### src/sv/t8pwm_pkg.sv
// shared types, codes and constants of the 8-bit pwm timer
package t8pwm_pkg;

   localparam int unsigned COUNT_WIDTH_DEF = 8;
   localparam int unsigned VALUE_WIDTH     = 8;
   localparam int unsigned PRE_WIDTH       = 10;
   localparam int unsigned CSR_IDX_WIDTH   = 3;
   localparam int unsigned CSR_DATA_WIDTH  = 8;
   localparam int unsigned REQ_DATA_WIDTH  = 8;
   localparam int unsigned REQ_USER_WIDTH  = 2;
   localparam int unsigned RSP_DATA_WIDTH  = 16;

   localparam logic [2:0] CS_MASK = 3'h7;

   typedef enum logic [1:0] {
      OP_TICK          = 2'd0,
      OP_WRITE_COUNT   = 2'd1,
      OP_WRITE_COMPARE = 2'd2
   } op_type;

   typedef enum logic [1:0] {
      TM_NORMAL    = 2'd0,
      TM_PHASE_PWM = 2'd1,
      TM_CTC       = 2'd2,
      TM_FAST_PWM  = 2'd3
   } timer_mode_type;

   typedef enum logic [1:0] {
      OM_OFF    = 2'd0,
      OM_TOGGLE = 2'd1,
      OM_CLEAR  = 2'd2,
      OM_SET    = 2'd3
   } output_mode_type;

   typedef enum logic [CSR_IDX_WIDTH-1:0] {
      REG_TIMER_MODE   = 3'd0,
      REG_OUTPUT_MODE  = 3'd1,
      REG_CLOCK_SELECT = 3'd2,
      REG_OVF_IRQ_EN   = 3'd3,
      REG_CMP_IRQ_EN   = 3'd4
   } reg_index_type;

   typedef struct packed {
      timer_mode_type  timer_mode;
      output_mode_type output_mode;
      logic [2:0]      clock_select;
      logic            overflow_irq_enable;
      logic            compare_irq_enable;
   } cfg_type;

   typedef struct packed {
      logic                   compare_irq;
      logic                   overflow_irq;
      logic                   compare_event;
      logic                   overflow_event;
      logic                   pin_level;
      logic [VALUE_WIDTH-1:0] count_value;
   } rsp_type;

   // prescaler division ratio; select 0 is never used (timer stopped)
   function automatic logic [PRE_WIDTH:0] divisor(input logic [2:0] sel);
      logic [PRE_WIDTH:0] d;
      unique case (sel)
         3'd1:    d = (PRE_WIDTH+1)'(1);
         3'd2:    d = (PRE_WIDTH+1)'(8);
         3'd3:    d = (PRE_WIDTH+1)'(32);
         3'd4:    d = (PRE_WIDTH+1)'(64);
         3'd5:    d = (PRE_WIDTH+1)'(128);
         3'd6:    d = (PRE_WIDTH+1)'(256);
         3'd7:    d = (PRE_WIDTH+1)'(1024);
         default: d = '0;
      endcase
      return d;
   endfunction

endpackage

### src/sv/t8pwm_timer.sv
// timer state registers with the per-item next-state and result logic
module t8pwm_timer #(
   parameter int unsigned COUNT_WIDTH = t8pwm_pkg::COUNT_WIDTH_DEF
) (
   input  logic                                   clock,
   input  logic                                   reset,
   input  logic                                   accept,
   input  t8pwm_pkg::cfg_type                     cfg,
   input  logic [t8pwm_pkg::REQ_USER_WIDTH-1:0]   operation,
   input  logic [t8pwm_pkg::VALUE_WIDTH-1:0]      write_value,
   output t8pwm_pkg::rsp_type                     result
);
   import t8pwm_pkg::*;

   localparam logic [COUNT_WIDTH-1:0] CNT_MAX = '1;
   localparam logic [COUNT_WIDTH-1:0] CNT_ONE = COUNT_WIDTH'(1);

   logic [PRE_WIDTH-1:0]   prescale_ff, prescale_in;
   logic [COUNT_WIDTH-1:0] counter_ff, counter_in;
   logic [COUNT_WIDTH-1:0] active_ff, active_in;
   logic [COUNT_WIDTH-1:0] buffer_ff, buffer_in;
   logic                   down_ff, down_in;
   logic                   pin_ff, pin_in;

   logic [PRE_WIDTH:0]     pre_next;
   logic [COUNT_WIDTH-1:0] nxt;
   logic                   step;
   logic                   ovf;
   logic                   cmp;
   logic                   up_after;

   always_comb begin
      prescale_in = prescale_ff;
      counter_in  = counter_ff;
      active_in   = active_ff;
      buffer_in   = buffer_ff;
      down_in     = down_ff;
      pin_in      = pin_ff;
      ovf         = 1'b0;
      cmp         = 1'b0;
      step        = 1'b0;
      nxt         = counter_ff;
      up_after    = 1'b1;
      pre_next    = {1'b0, prescale_ff} + (PRE_WIDTH+1)'(1);

      unique case (operation)
         OP_TICK: begin
            if ((cfg.clock_select & CS_MASK) != 3'd0) begin
               if (pre_next >= divisor(cfg.clock_select)) begin
                  prescale_in = '0;
                  step        = 1'b1;
               end else begin
                  prescale_in = pre_next[PRE_WIDTH-1:0];
               end
            end
         end
         OP_WRITE_COUNT: begin
            counter_in = COUNT_WIDTH'(write_value);
         end
         OP_WRITE_COMPARE: begin
            buffer_in = COUNT_WIDTH'(write_value);
            if (cfg.timer_mode == TM_NORMAL || cfg.timer_mode == TM_CTC) begin
               active_in = COUNT_WIDTH'(write_value);
            end
         end
         default: begin
         end
      endcase

      if (step) begin
         if (cfg.timer_mode == TM_PHASE_PWM) begin
            // up/down counting, compare reload at top
            if (!down_ff) begin
               nxt = counter_ff + CNT_ONE;
               if (nxt == CNT_MAX) begin
                  down_in   = 1'b1;
                  active_in = buffer_ff;
               end
            end else begin
               nxt = counter_ff - CNT_ONE;
               if (nxt == '0) begin
                  down_in = 1'b0;
                  ovf     = 1'b1;
               end
            end
            up_after = !down_in;
         end else begin
            if (cfg.timer_mode == TM_CTC && counter_ff == active_ff) begin
               nxt = '0;
            end else begin
               nxt = counter_ff + CNT_ONE;
            end
            ovf = (counter_ff == CNT_MAX) && (nxt == '0);
            // fast pwm: reload compare and run the bottom action
            if (cfg.timer_mode == TM_FAST_PWM && nxt == '0) begin
               active_in = buffer_ff;
               if (cfg.output_mode == OM_CLEAR) begin
                  pin_in = 1'b1;
               end else if (cfg.output_mode == OM_SET) begin
                  pin_in = 1'b0;
               end
            end
         end
         counter_in = nxt;

         if (nxt == active_in) begin
            cmp = 1'b1;
            unique case (cfg.timer_mode)
               TM_NORMAL, TM_CTC: begin
                  unique case (cfg.output_mode)
                     OM_TOGGLE: pin_in = !pin_in;
                     OM_CLEAR:  pin_in = 1'b0;
                     OM_SET:    pin_in = 1'b1;
                     default:   pin_in = pin_in;
                  endcase
               end
               TM_FAST_PWM: begin
                  if (cfg.output_mode == OM_CLEAR) begin
                     pin_in = 1'b0;
                  end else if (cfg.output_mode == OM_SET) begin
                     pin_in = 1'b1;
                  end
               end
               default: begin
                  if (cfg.output_mode == OM_CLEAR) begin
                     pin_in = !up_after;
                  end else if (cfg.output_mode == OM_SET) begin
                     pin_in = up_after;
                  end
               end
            endcase
         end
      end

      result.count_value    = counter_in[VALUE_WIDTH-1:0];
      result.pin_level      = (cfg.output_mode != OM_OFF) && pin_in;
      result.overflow_event = ovf;
      result.compare_event  = cmp;
      result.overflow_irq   = ovf && cfg.overflow_irq_enable;
      result.compare_irq    = cmp && cfg.compare_irq_enable;
   end

   always_ff @(posedge clock) begin
      if (reset) begin
         prescale_ff <= '0;
         counter_ff  <= '0;
         active_ff   <= '0;
         buffer_ff   <= '0;
         down_ff     <= 1'b0;
         pin_ff      <= 1'b0;
      end else if (accept) begin
         prescale_ff <= prescale_in;
         counter_ff  <= counter_in;
         active_ff   <= active_in;
         buffer_ff   <= buffer_in;
         down_ff     <= down_in;
         pin_ff      <= pin_in;
      end
   end

endmodule

### src/sv/t8pwm_out_buf.sv
// result register with a skid stage so the input side keeps flowing
module t8pwm_out_buf (
   input  logic                 clock,
   input  logic                 reset,
   input  logic                 in_valid,
   output logic                 in_ready,
   input  t8pwm_pkg::rsp_type   in_data,
   output logic                 out_valid,
   input  logic                 out_ready,
   output t8pwm_pkg::rsp_type   out_data
);
   import t8pwm_pkg::*;

   logic    main_valid_ff, main_valid_in;
   logic    skid_valid_ff, skid_valid_in;
   rsp_type main_data_ff, main_data_in;
   rsp_type skid_data_ff, skid_data_in;
   logic    in_fire;
   logic    out_fire;

   assign in_ready  = !skid_valid_ff;
   assign in_fire   = in_valid && in_ready;
   assign out_valid = main_valid_ff;
   assign out_fire  = main_valid_ff && out_ready;
   assign out_data  = main_data_ff;

   always_comb begin
      main_valid_in = main_valid_ff;
      skid_valid_in = skid_valid_ff;
      main_data_in  = main_data_ff;
      skid_data_in  = skid_data_ff;
      if (out_fire) begin
         if (skid_valid_ff) begin
            main_data_in  = skid_data_ff;
            skid_valid_in = 1'b0;
         end else if (in_fire) begin
            main_data_in = in_data;
         end else begin
            main_valid_in = 1'b0;
         end
      end else if (in_fire) begin
         if (!main_valid_ff) begin
            main_data_in  = in_data;
            main_valid_in = 1'b1;
         end else begin
            skid_data_in  = in_data;
            skid_valid_in = 1'b1;
         end
      end
   end

   always_ff @(posedge clock) begin
      if (reset) begin
         main_valid_ff <= 1'b0;
         skid_valid_ff <= 1'b0;
      end else begin
         main_valid_ff <= main_valid_in;
         skid_valid_ff <= skid_valid_in;
      end
   end

   always_ff @(posedge clock) begin
      main_data_ff <= main_data_in;
      skid_data_ff <= skid_data_in;
   end

endmodule

### src/sv/timer8_pwm_compare_unit_core.sv
// top level of the 8-bit timer/counter with compare output and pwm
//
// usage:
//  - req channel: one item per handshake; tuser carries the operation
//    (tick, counter write, compare write), tdata the write value
//  - rsp channel: exactly one result item per request item, in order:
//    count, pin level, overflow/compare events and gated irq lines
//  - csr channel: register index plus data; always ready, one write per
//    cycle, to be used only while no item is in flight
//  - each result is registered as its request item is taken (result register or skid stage)
//  - throughput: one item per cycle while req_tready is high; the whole timer
//    update is one pass of logic between the state registers and the result register
//  - a stalled receiver is absorbed by a skid stage; req_tready drops only
//    when both the result register and the skid stage hold items
//  - reset (synchronous, active high) clears the valid flags, the configuration
//    and the timer state; no clearing pass, the block takes items the cycle after reset
module timer8_pwm_compare_unit_core #(
   parameter int unsigned COUNT_WIDTH = t8pwm_pkg::COUNT_WIDTH_DEF
) (
   input  logic                                    clock,
   input  logic                                    reset,
   // request items
   input  logic                                    req_tvalid,
   output logic                                    req_tready,
   // [7:0] write_value
   input  logic [t8pwm_pkg::REQ_DATA_WIDTH-1:0]    req_tdata,
   // [1:0] operation
   input  logic [t8pwm_pkg::REQ_USER_WIDTH-1:0]    req_tuser,
   // result items
   output logic                                    rsp_tvalid,
   input  logic                                    rsp_tready,
   // [7:0] count_value, [8] pin_level, [9] overflow_event,
   // [10] compare_event, [11] overflow_irq, [12] compare_irq, [15:13] zero
   output logic [t8pwm_pkg::RSP_DATA_WIDTH-1:0]    rsp_tdata,
   // register writes
   input  logic                                    csr_valid,
   output logic                                    csr_ready,
   input  logic [t8pwm_pkg::CSR_IDX_WIDTH-1:0]     csr_index,
   input  logic [t8pwm_pkg::CSR_DATA_WIDTH-1:0]    csr_wdata
);
   import t8pwm_pkg::*;

   localparam int unsigned RSP_BITS = $bits(rsp_type);

   cfg_type cfg_ff, cfg_in;
   rsp_type step_result;
   rsp_type out_result;
   logic    req_accept;

   // configuration registers, writes beyond the list fall through
   assign csr_ready = 1'b1;

   always_comb begin
      cfg_in = cfg_ff;
      if (csr_valid) begin
         unique case (csr_index)
            REG_TIMER_MODE:   cfg_in.timer_mode          = timer_mode_type'(csr_wdata[1:0]);
            REG_OUTPUT_MODE:  cfg_in.output_mode         = output_mode_type'(csr_wdata[1:0]);
            REG_CLOCK_SELECT: cfg_in.clock_select        = csr_wdata[2:0] & CS_MASK;
            REG_OVF_IRQ_EN:   cfg_in.overflow_irq_enable = csr_wdata[0];
            REG_CMP_IRQ_EN:   cfg_in.compare_irq_enable  = csr_wdata[0];
            default:          cfg_in = cfg_ff;
         endcase
      end
   end

   always_ff @(posedge clock) begin
      if (reset) begin
         cfg_ff <= '{timer_mode: TM_NORMAL, output_mode: OM_OFF, clock_select: 3'd0,
                     overflow_irq_enable: 1'b0, compare_irq_enable: 1'b0};
      end else begin
         cfg_ff <= cfg_in;
      end
   end

   // timer state advances at the edge where the item is taken
   assign req_accept = req_tvalid && req_tready;

   t8pwm_timer #(
      .COUNT_WIDTH (COUNT_WIDTH)
   ) u_timer (
      .clock       (clock),
      .reset       (reset),
      .accept      (req_accept),
      .cfg         (cfg_ff),
      .operation   (req_tuser),
      .write_value (req_tdata[VALUE_WIDTH-1:0]),
      .result      (step_result)
   );

   t8pwm_out_buf u_out_buf (
      .clock     (clock),
      .reset     (reset),
      .in_valid  (req_tvalid),
      .in_ready  (req_tready),
      .in_data   (step_result),
      .out_valid (rsp_tvalid),
      .out_ready (rsp_tready),
      .out_data  (out_result)
   );

   // struct packs count in the low bits, flags above, pad to whole bytes
   assign rsp_tdata = {{(RSP_DATA_WIDTH-RSP_BITS){1'b0}}, out_result};

endmodule

### config.mk
export PLATFORM = sky130hd
export DESIGN_NAME = timer8_pwm_compare_unit_core
export DESIGN_NICKNAME = d
export VERILOG_FILES = /design/src/sv/t8pwm_pkg.sv /design/src/sv/t8pwm_timer.sv /design/src/sv/t8pwm_out_buf.sv /design/src/sv/timer8_pwm_compare_unit_core.sv
export SDC_FILE = /design/constraint.sdc
export NUM_CORES = 1
export LEC_CHECK = 0
export BUFFER_PORTS_ARGS = -buffer_cell sky130_fd_sc_hd__buf_4
export CORE_MARGIN = 1.5
export CORE_UTILIZATION = 54
export DETAILED_ROUTE_END_ITERATION = 10
export GPL_TIMING_DRIVEN = 0
export PLACE_DENSITY = 0.77
export SETUP_SLACK_MARGIN = 0.5
export SKIP_CTS_REPAIR_TIMING = 1
export SLEW_MARGIN = 20
export SYNTH_ARGS = -nofsm -noshare
export SYNTH_HDL_FRONTEND = slang
export SYNTH_SLANG_ARGS = --single-unit
### constraint.sdc
create_clock -name clock -period 3.1 [get_ports clock]
set_input_delay 0.62 -clock clock [delete_from_list [all_inputs] [get_ports clock]]
set_output_delay 0.62 -clock clock [all_outputs]
set_load 0.02 [all_outputs]
; Word level (Yosys, flattened, before mapping)
; Index checks and enable logic that the tools add are counted.
[totals]
ff_bits = 73
out_inout_bits = 19
[classes]
n_addsub = 3
n_lt_le_gt_ge = 1
eq_ne = 26
muxes = 58
n_bitwise = 1
reduce_logical = 36
[op_table]
columns = cell, count
row1 = $mux W8, 16
row2 = $pmux W11 S7, 1
row3 = $mux W13, 5
row4 = $mux W1, 31
row5 = $mux W11, 2
row6 = $eq A8 B8 Y1, 2
row7 = $eq A8 B8 Y1 const B, 2
row8 = $logic_not A8 Y1, 2
row9 = $eq A3 B3 Y1 const B, 5
row10 = $reduce_and A3 Y1, 5
row11 = $reduce_and A2 Y1, 7
row12 = $eq A3 B2 Y1 const B, 4
row13 = $add A10 B1 Y11 const B, 1
row14 = $ge A11 B11 Y1, 1
row15 = $eq A2 B2 Y1 const B, 5
row16 = $mux W10, 1
row17 = $add A8 B1 Y8 const B, 1
row18 = $logic_and A1 B1 Y1, 8
row19 = $sub A8 B1 Y8 const B, 1
row20 = $eq A2 B1 Y1 const B, 3
row21 = $eq A3 B1 Y1 const B, 2
row22 = $ne A2 B2 Y1 const B, 3
row23 = $reduce_bool A2 Y1, 3
row24 = $logic_not A1 Y1, 4
row25 = 8 further kinds, 10

; Logic depth before layout (Yosys ltp)
[depth]
ltp_word = 23
mapped_depth = 13
depth_no_buf = 13

; Cells and area by module
; A second synthesis with hierarchy kept.
[hier_totals]
cells_unflattened = 590
area_unflattened_um2 = 5142.4
[modules_own_cells]
columns = module, instances, cells_per_inst, area_per_inst_um2
row1 = t8pwm_timer, 1, 492, 3579.7
row2 = t8pwm_out_buf, 1, 55, 1109.8
row3 = timer8_pwm_compare_unit_core, 1, 43, 452.9

; Worst setup path after synthesis
; Ideal clock, no wire load.
[synth_timing]
path_type = reg-to-reg
startpoint = register u_timer.counter_ff[1]
endpoint = register u_out_buf.main_data_ff (netlist bit u_out_buf.out_data[8]), data pin
arrival_time_ps = 3136
required_time_ps = 2837
path_slack_ps = -299
stages_incl_launch_ff = 14
n_path_buf = 2
period_less_slack_ps = 3399
cell_sequence = dfxtp_1 -> buf_6 -> inv_1 -> ha_1 -> a211o_1 -> nor4_4 -> or4b_1 -> buf_2 -> and3_1 -> o21a_1 -> nor4b_2 -> and4b_1 -> mux2i_1 -> o31ai_1
[synth_lines]
columns = element, line
row1 = "start, declared", t8pwm_timer.sv:19  ; logic [COUNT_WIDTH-1:0] counter_ff, counter_in;
row2 = "start signal, assigned", t8pwm_timer.sv:153  ; counter_ff <= counter_in;
row3 = "end signal, assigned", t8pwm_out_buf.sv:63  ; main_data_ff <= main_data_in;
row4 = "end, declared", t8pwm_out_buf.sv:16  ; rsp_type main_data_ff, main_data_in;

==> metrics.md <==
| Metric | Value |
|---|---|
| Max H-tree Level | 3 |
| Worst Tran Pin Value | 0.7367 ns |
| TritonCTS Buffers | 9 |
| Arrival @ worst endpoint | 3.75 ns |
| Area contributors post-synth | dfxtp_1 20%, edfxtp_1 17%, mux2i_1 8.5% |
| Synth async-reset ratio | 0 |
| Number of global-route vias before repair | 4,089 |
| Vias | 4,694 |
| Row Count | 33 |
| Worst Hold Class | input pin to flop |
| Routed wire length | approximately 14,000 µm |
| Unique masters post-synth | 61 |
| Setup slack, reg-to-reg | -0.54 ns |
| Synthesized flop and latch total | 73 |
| Clock root cell | clkbuf_8 |
| Synth Cell Area | ~4700 µm² |
| Final setup vio count | 7 |
| WHS Endpoint | u_out_buf.skid_valid_ff$_SDFFE_PP0P_ |
| Via density | between 6 and 7 |
| Setup ws final | -0.5436 ns |
| IO Port Bufs | 34 |
| WL per Instance | 19.24 µm |
| Hold Path Cell Cnt | 2 |
| Largest net degree at the start of global routing | 14 |
| Max-capacitance violation count | 0 |
| Pwr dens | around 360 nW/µm² |
| Crit-path slowest cell | clkbuf_1 |
| Global Route Usage Sum | 0.2874 |
| Diodes inserted | 0 |
| Die width | 96.45 µm |
| # IOs | 45 |
| Worst Setup Path Type | flop to flop |
| CP Capture Type | flop |
| Slew HR | 0.5089 |
| Die height | 96.45 µm |
| Die ar. | between 9000 and 10,000 µm² |
| Syn_area_per_cell | 8.466 µm² |
| Antenna violations before repair | 0 |
| Yosys top cell by area | dfxtp_1 |
| Fmax | 274.5 MHz |
| Simple-Gate Fraction of Synth Area | 0.2598 |
| CP max FO | 10 |
| RR Startpoint | u_timer.counter_ff[3]$_SDFFE_PP0P_ |
| Post-route DRC | 0 |
| Worst hold start | rsp_tready |
| Syn. warnings | 0 |
| Final hold viol count | 0 |
| P&R area growth vs syn | 31.60% |
| GPL Wtd Cong | 0.9400 |
| Status | complete, but fails checks |
| Cells along the critical path | buf_6, clkbuf_1, mux2i_1, nor4_2, nand4_1, buf_4, and3_4, o21a_1, nor4b_2, and4b_2, mux2i_4, o31ai_2 |
| Clk buf depth | 2 |
| VDD IR max | 0.2152 mV |
| Primary FF master, synth | dfxtp_1 |
| Design Power | 0.002255 W |
| Startpoint types | flop |
| Post-route ant nets | 0 |
| Commonest cells post-synth | 67 x nor2_1, 65 x nand2_1, 47 x dfxtp_1, 40 x mux2i_1, 34 x a21oi_1 |
| Worst reg2reg path depth | 12 |
| WP data required | 3.21 ns |
| Lkg Pwr | 2.431 nW |
| Core footprint | 8341 µm² |
| Post-Place Worst Slack | -0.7969 ns |
| First-pass GRT wire length | just over 20,000 µm |
| Filler Cell Count | between 600 and 700 |
| Synth Area in XOR/XNOR | 0.05572 |
| Post-synth EDFFs | 26 |
| Initial core utilization | 0.5654 |
| Worst skew pair latency | around 0.36 ns |
| Failing checks | setup timing |
| Largest family of logic cells by synthesized area | simple AND/OR/NAND/NOR gates |
| Critical R2R Capture | u_out_buf.out_data[8]$_DFFE_PP_ |
| Max-slew violations | 0 |
| Count leader, synth | nor2_1 |
| Sequential fraction of the synthesis area | 0.3651 |
| Synth Area in Adders | 0.03184 |
| Clock slew at reported path FFs | around 0.080 ns |
| Share of layout cells above drive strength 1 | 0.3034 |
| Setup Skew | approximately 0.011 ns |
| Tcrit/Tclk final | 1.175 |
| DR iter-0 viols | 546 |
| Mapped Cells | around 560 |
| Mux cell area share after synthesis | 0.09684 |
| Total congestion overflow | 0 |
| Synth Area in Compound Gates | 0.1412 |
| Crit-path max cell delay | 0.44 ns |
| Top cell type's share of synthesized area | 0.1995 |
| DR pass1 iterations | 5 |
| Nets | 679 |
| Min Tclk post-route | 3.644 ns |
| RSZ-0062 raised after global routing | true |
| Clock Sinks | 73 |
| DP Wirelength | 9509 µm |
| CTS tree | built |
-- cell usage in the layout (no fill, tap or decap), types with 5 or more instances in the layout --
cell      count
clkbuf_8     10
buf_4        65
o21ai_0      12
dfxtp_1      40
clkbuf_1     15
a22oi_2       7
nand4_1       8
a22o_1        8
mux2i_1      33
a21oi_4       5
a21oi_2       6
xor2_1       10
a21oi_1      23
buf_1         5
nor2_1       59
nand2_1      60
nand3b_1      9
edfxtp_1     26
xnor2_1      19
ha_1          8
and3_1        7
inv_1         9
nand3_1      16
nor3_1       16
buf_6        13
-- sequential cells by signal, indices dropped and copies added, names as in the netlist, 8 cells and up --
name / flops
u_timer.buffer_ff: 8
cfg_ff: 9
u_out_buf.out_data: 13
u_timer.active_ff: 8
u_timer.counter_ff: 8
u_timer.prescale_ff: 10
u_out_buf.skid_data_ff: 13
-- where the power goes --
part	switching, W	internal, W
combinational	0.000262	0.000191
sequential	0.0000265	0.00103
clock	0.000390	0.000359
-- metal layers --
| layer | wire length (µm) | vias up | GRT usage | share of wire |
|---|---|---|---|---|
| li1 | - | 2163 | - | - |
| met1 | 6064 | 2199 | 0.3988 | 0.42 |
| met2 | 6857 | 284 | 0.4446 | 0.47 |
| met3 | 1132 | 48 | 0.04538 | 0.078 |
| met4 | 391 | 0 | 0.1184 | 0.027 |
| met5 | 0 | - | 0 | 0 |
-- layout make-up --
class	instances	area, µm²	share of cell area
clock inverter	4	25.02	0.004032
multi-input combinational	436	3248	0.5234
buffer	39	250.2	0.04032
clock buffer	12	166.4	0.02681
timing repair buffer	71	595.6	0.09597
tap	105	131.4	0.02117
inverter	11	48.80	0.007863
sequential	73	1740	0.2804
-- cells by family after synthesis --
| logic type | Yosys count |
|---|---|
| AOI/OAI and AO/OA | 103 |
| and+or+nand+nor | 242 |
| buffers and inverters | 50 |
| adders and majority gates | 12 |
| xor gates and xnor gates | 30 |
| DFF | 73 |
| other | 2 |
| muxes | 45 |
-- through the flow --
stage	TNS (ns)	util	instances	cell area, µm²	hold slack (ns)
after detailed placement	-9.621	0.6296	698	5251	0.5001
final	-2.817	0.7441	751	6206	0.4854
after CTS	-9.994	0.6526	714	5443	0.4844
after floorplan	-0.09317	-	559	4865	0.4555
after global placement	-7.667	0.6296	698	5251	0.4937
after global routing	-3.326	0.7441	751	6206	0.4879
-- worst max-delay path by stage --
stage	start	end	slack, ns	depth (start not counted)
3_3_place_gp	u_timer.counter_ff[3]$_SDFFE_PP0P_	u_out_buf.out_data[8]$_DFFE_PP_	-0.79	11
5_1_grt	u_timer.counter_ff[3]$_SDFFE_PP0P_	u_out_buf.skid_data_ff[8]$_DFFE_PP_	-0.62	12
4_1_cts	u_timer.counter_ff[4]$_SDFFE_PP0P_	u_out_buf.out_data[8]$_DFFE_PP_	-0.83	11
3_5_place_dp	u_timer.counter_ff[3]$_SDFFE_PP0P_	u_out_buf.out_data[8]$_DFFE_PP_	-0.80	11
6_report	u_timer.counter_ff[3]$_SDFFE_PP0P_	u_out_buf.out_data[8]$_DFFE_PP_	-0.54	12
2_1_floorplan	u_timer.counter_ff[1]$_SDFFE_PP0P_	u_out_buf.out_data[8]$_DFFE_PP_	-0.07	13
-- critical path: cells and delay by family (launching register included) --
kind                   cells  cell delay (ns)
DFF                        1             0.39
AOI/OAI and AO/OA          2             0.27
and+or+nand+nor            5             1.39
buffers and inverters      3             0.83
muxes                      2             0.49
Power figures use the tool's default switching activity.
